<file path="config.mk">
export PLATFORM = sky130hd
export DESIGN_NAME = sst_cell
export DESIGN_NICKNAME = d
export VERILOG_FILES = /design/src/rtl/sst_pkg.sv /design/src/rtl/sst_cell.sv
export SDC_FILE = /design/constraint.sdc
export NUM_CORES = 1
export LEC_CHECK = 0
export BUFFER_PORTS_ARGS = -buffer_cell sky130_fd_sc_hd__buf_2
export CORE_UTILIZATION = 44
export CTS_BUF_LIST = sky130_fd_sc_hd__clkbuf_16
export DETAILED_ROUTE_END_ITERATION = 7
export PLACE_DENSITY_LB_ADDON = 0.08
export REMOVE_ABC_BUFFERS = 1
export SETUP_SLACK_MARGIN = 0.2
export SYNTH_ARGS = -nofsm -noshare
export SYNTH_HDL_FRONTEND = slang
export SYNTH_SLANG_ARGS = --single-unit
</file>
<file path="constraint.sdc">
create_clock -name i_clk -period 2.67 [get_ports i_clk]
set_input_delay 0.267 -clock i_clk [delete_from_list [all_inputs] [get_ports i_clk]]
set_output_delay 0.267 -clock i_clk [all_outputs]
set_load 0.01 [all_outputs]
</file>
<file path="src/rtl/sst_pkg.sv">
// Shared types and constants for the sorted set table.
`timescale 1ns / 1ps

package sst_pkg;

    // Fixed widths of the request and result fields.
    localparam int KEY_BITS   = 32;
    localparam int RANK_BITS  = 6;
    localparam int COUNT_BITS = 7;

    // Default sizing.
    localparam int DEF_CAPACITY  = 64;
    localparam int DEF_KEY_WIDTH = 32;

    // Operation codes carried on the mode field.
    typedef enum logic [1:0] {
        MODE_INSERT   = 2'd0,
        MODE_ERASE    = 2'd1,
        MODE_CONTAINS = 2'd2,
        MODE_GET      = 2'd3
    } t_mode;

    // Control handed from the sequencer to every cell.
    typedef struct packed {
        logic eval;     // capture compare flags against the broadcast key
        logic ins;      // open a slot at the lower bound and write the key
        logic era;      // close the gap at the lower bound
    } t_cell_ctl;

endpackage

</file>
<file path="src/rtl/sst_cell.sv">
// One storage cell of the sorted chain: holds a key and its compare flags.
`timescale 1ns / 1ps

module sst_cell import sst_pkg::*; #(
    parameter int KEY_WIDTH = DEF_KEY_WIDTH
) (
    input  logic                 i_clk,
    input  t_cell_ctl            i_ctl,
    input  logic                 i_occ,
    input  logic                 i_rank_hit,
    input  logic [KEY_WIDTH-1:0] i_key,
    input  logic [KEY_WIDTH-1:0] i_left_key,
    input  logic                 i_left_lt,
    input  logic [KEY_WIDTH-1:0] i_right_key,
    output logic [KEY_WIDTH-1:0] o_key,
    output logic                 o_lt,
    output logic                 o_hit,
    output logic                 o_sel,
    output logic [KEY_WIDTH-1:0] o_sel_key
);

    logic [KEY_WIDTH-1:0] r_key;
    logic [KEY_WIDTH-1:0] n_key;
    logic                 r_lt;
    logic                 r_hit;
    logic                 r_sel;

    // Cells at or above the lower bound move: right on insert, left on erase.
    // The cell exactly at the lower bound takes the new key on insert.
    always_comb begin
        n_key = r_key;
        if (i_ctl.ins && !r_lt) begin
            n_key = i_left_lt ? i_key : i_left_key;
        end else if (i_ctl.era && !r_lt) begin
            n_key = i_right_key;
        end
    end

    // Key storage and the flags captured during evaluation.
    always_ff @(posedge i_clk) begin
        r_key <= n_key;
        if (i_ctl.eval) begin
            r_lt  <= i_occ && (r_key < i_key);
            r_hit <= i_occ && (r_key == i_key);
            r_sel <= i_occ && i_rank_hit;
        end
    end

    assign o_key     = r_key;
    assign o_lt      = r_lt;
    assign o_hit     = r_hit;
    assign o_sel     = r_sel;
    assign o_sel_key = r_sel ? r_key : '0;

endmodule

</file>
==> results.md <==
- RSZ-0062 raised after global routing: false
- Crit-path cells: ha_1, nand4_1, nor4_1, a2111o_1, a211oi_2
- GPL Wtd Cong: 0.794
- Final Cycle Share: between 70% and 80%
- Post-synthesis compound-gate area fraction: 11.1%
- Pwr dens: between 400 and 500 nW/um^2
- Synth area leader: edfxtp_1
- Core Box Area: between 5000 and 6000 sq um
- Netlist Area Pre-Place: 2740 sq um
- Met1 Resource Use GR: between 20% and 30%
- Residual DRC: 0
- Worst hold margin: ~230 ps
- Hold_buf cts: 0
- Largest cells by area after synthesis: edfxtp_1, ha_1, mux2i_1
- Hold EP: o_sel$_DFFE_PP_
- Sequential fraction of the synthesis area: approximately two fifths
- Final net count: about 600
- Worst-path clk slew: around 60 ps
- Status: complete, no violations
- Area share of fa/ha/maj cells after synthesis: 14.6%
- Worst Path Arrival: approximately 2100 ps
- GRT Overall Usage: 21.6%
- Layout area overhead: 39.8%
- CTS tree: built
- Yosys warns: 0
- Worst reg2reg path depth: 5
- Ant. Diodes: 0
- Pre-antenna DRT Iters: 4
- Worst vdd ir: ~0.27 mV
- CP max-delay cell: nor4_1
- Reg-to-reg critical path endpoint: o_lt$_DFFE_PP_
- Clock buffer count from CTS: 5
- Post-layout min period: between 2000 and 2500 ps
- Hold path start: i_ctl[2]
- Number of hold violations in the final report: 0
- Vias in the first global route: between 2k and 2.5k
- Type of origin of the critical path: flop
- Cell count after synthesis: around 300
- 1st-iter DRT viols: 46
- CP required: ~2700 ps
- Port-buffer cells: 169
- Worst Hold Path Cells: 1
- # resized after CTS: 0
- HP Class: in -> reg
- Critical-path maximum fanout: 3
- Largest net degree at the start of global routing: 34
- CTS root buffer: clkbuf_16
- Yosys top cell area share: 38.3%
- Mux cell area share after synthesis: 11.7%
- Worst-Margin Slew: approximately 950 ps
- Finish-stage setup viols: 0
- Routing usage on met2: between 30% and 40%
- Slew Limit Fails: 0
- Fmax: 0.492 GHz
- Syn_area_per_cell: approximately 9.3 sq um
- Routed wire length: ~6900 microns
- Setup bufs post-CTS: 0
- Crit path largest cell delay: ~540 ps
- Total power: 1.90 mW
- DR WL/cell: 12.9 microns
- Share of cells above drive strength 1: between 40% and 50%
- First-pass GRT wire length: 10700 microns
- Die Wd: about 81 microns
- Number of nets with antenna violations after routing: 0
- Final WS setup: ~640 ps
- Starting Density: roughly 46%
- Num Clock Sinks: 35
- Register-to-register setup slack: between 600 and 700 ps
- Crit Path Class: reg -> reg
- DP Worst Slack: ~650 ps
- Static Leakage: 2.09 nW
- Met3 Use GR: ~4.4%
- Row count: 28
- Clk Latency, worst-skew pair: about 280 ps
- Hpwl dp: around 5400 microns
- H-tree depth reported by CTS: 2
- Via density: between 4 and 5
- Initial antenna violation count: 0
- Die Y: 80.9 microns
- Slew margin rel.: a little under two fifths
- Max Cap Violations: 0
- Final global-route overflow total: 0
- Largest family of logic cells by synthesized area: simple AND/OR/NAND/NOR gates
- # IOs: 170
- Deepest clock path buffer count: 2
- Flip-flop and latch count after synthesis: 35
- Yosys cell types: 27
- Via count: 2628
- Clk_skew: between 3 and 4 ps
- Crit path capture type: flop
- Gr busiest metal: met2
- Reg2reg start: o_key[14]$_DFFE_PP_
- Full die area: about 6500 sq um
- Setup TNS: 0 ps
- Simple-Gate Fraction of Synth Area: approximately 18%
- Xor and xnor fraction of the mapped netlist area: 0%
[power breakdown]
part / internal, mW / switching, mW
logic: 0.244 / 0.268
registers: 0.679 / 0.0464
clock network: 0.440 / 0.223
[critical path: cells and delay by family (launching register included)]
kind | cells | cell delay, ps
compound gates | 2 | 320
fa+ha+maj | 1 | 350
flops | 1 | 410
simple gates | 2 | 690
[layout by cell type (no fill, tap or decap), drive strengths merged]
master	synthesis	layout
a211oi	1	1
bufinv	0	1
nor3	1	1
a221o	1	1
a22o	1	1
nand4b	1	1
o21ai	36	36
clkbuf	11	5
nor4	2	2
nor2b	1	1
mux2i	32	32
a221oi	1	1
edfxtp	35	35
a21o	2	2
and4	1	1
nand4	4	4
nand2b	1	1
buf	3	173
nand3	4	4
inv	34	34
ha	32	32
nor2	4	4
a21oi	11	11
and2	34	34
nand2	41	41
a2111o	1	1
clkinv	0	2
[layout make-up]
type	instances	area (sq um)
clock buffers	5	125
clock inverters	3	43.8
fillers	553	2120
inverters	34	128
multi-input cells	212	1520
flip-flops and latches	35	1050
well taps	75	93.8
repair buffers	173	876
[synthesized netlist by cell type, drive strengths merged]
cell type / number
a21o: 2
and4: 1
a22o: 1
inv: 34
nor4: 2
clkbuf: 11
ha: 32
a21oi: 11
nor2b: 1
a211oi: 1
nand2: 41
nand2b: 1
nand4: 4
buf: 3
a221oi: 1
and2: 34
a221o: 1
nor3: 1
nand4b: 1
mux2i: 32
a2111o: 1
nor2: 4
o21ai: 36
nand3: 4
edfxtp: 35
[per-layer routing]
metal / share of wire [%] / vias to the layer above
li1: - / 1352
met5: 0 / -
met2: 48 / 112
met1: 43 / 1153
met3: 7.9 / 11
met4: 1.6 / 0
[registers in the layout (all words and copies together) (netlist names)]
| signal | flops |
|---|---|
| o_hit | 1 |
| o_lt | 1 |
| o_sel | 1 |
| o_key | 32 |
[worst max path at each step]
stage	endpoint	start	cells after the start	slack [ps]
after detailed placement	o_lt$_DFFE_PP_	o_key[14]$_DFFE_PP_	5	650
final	o_lt$_DFFE_PP_	o_key[14]$_DFFE_PP_	5	640
after floorplan	o_key[0]$_DFFE_PP_	o_lt$_DFFE_PP_	1	420
after CTS	o_lt$_DFFE_PP_	o_key[14]$_DFFE_PP_	5	640
after global placement	o_lt$_DFFE_PP_	o_key[14]$_DFFE_PP_	5	620
after global routing	o_hit$_DFFE_PP_	o_key[31]$_DFFE_PP_	6	500
[cells by family (layout without fill, tap and decap cells)]
kind of cell,after synthesis,count (layout)
AND/OR/NAND/NOR,94,94
flip-flops,35,35
multiplexers,32,32
adder cells (fa/ha/maj),32,32
buffers and inverters,48,215
AO/OA/AOI/OAI,54,54
[through the flow]
stage / cell area [sq um] / cells / util (%)
3_3_place_gp: 3660 / 529 / 61.5
3_5_place_dp: 3660 / 529 / 61.5
5_1_grt: 3830 / 537 / 64.4
6_report: 3830 / 537 / 64.4
2_1_floorplan: 2690 / 281 / -
4_1_cts: 3830 / 537 / 64.4
(Power assumes the default switching activity.)
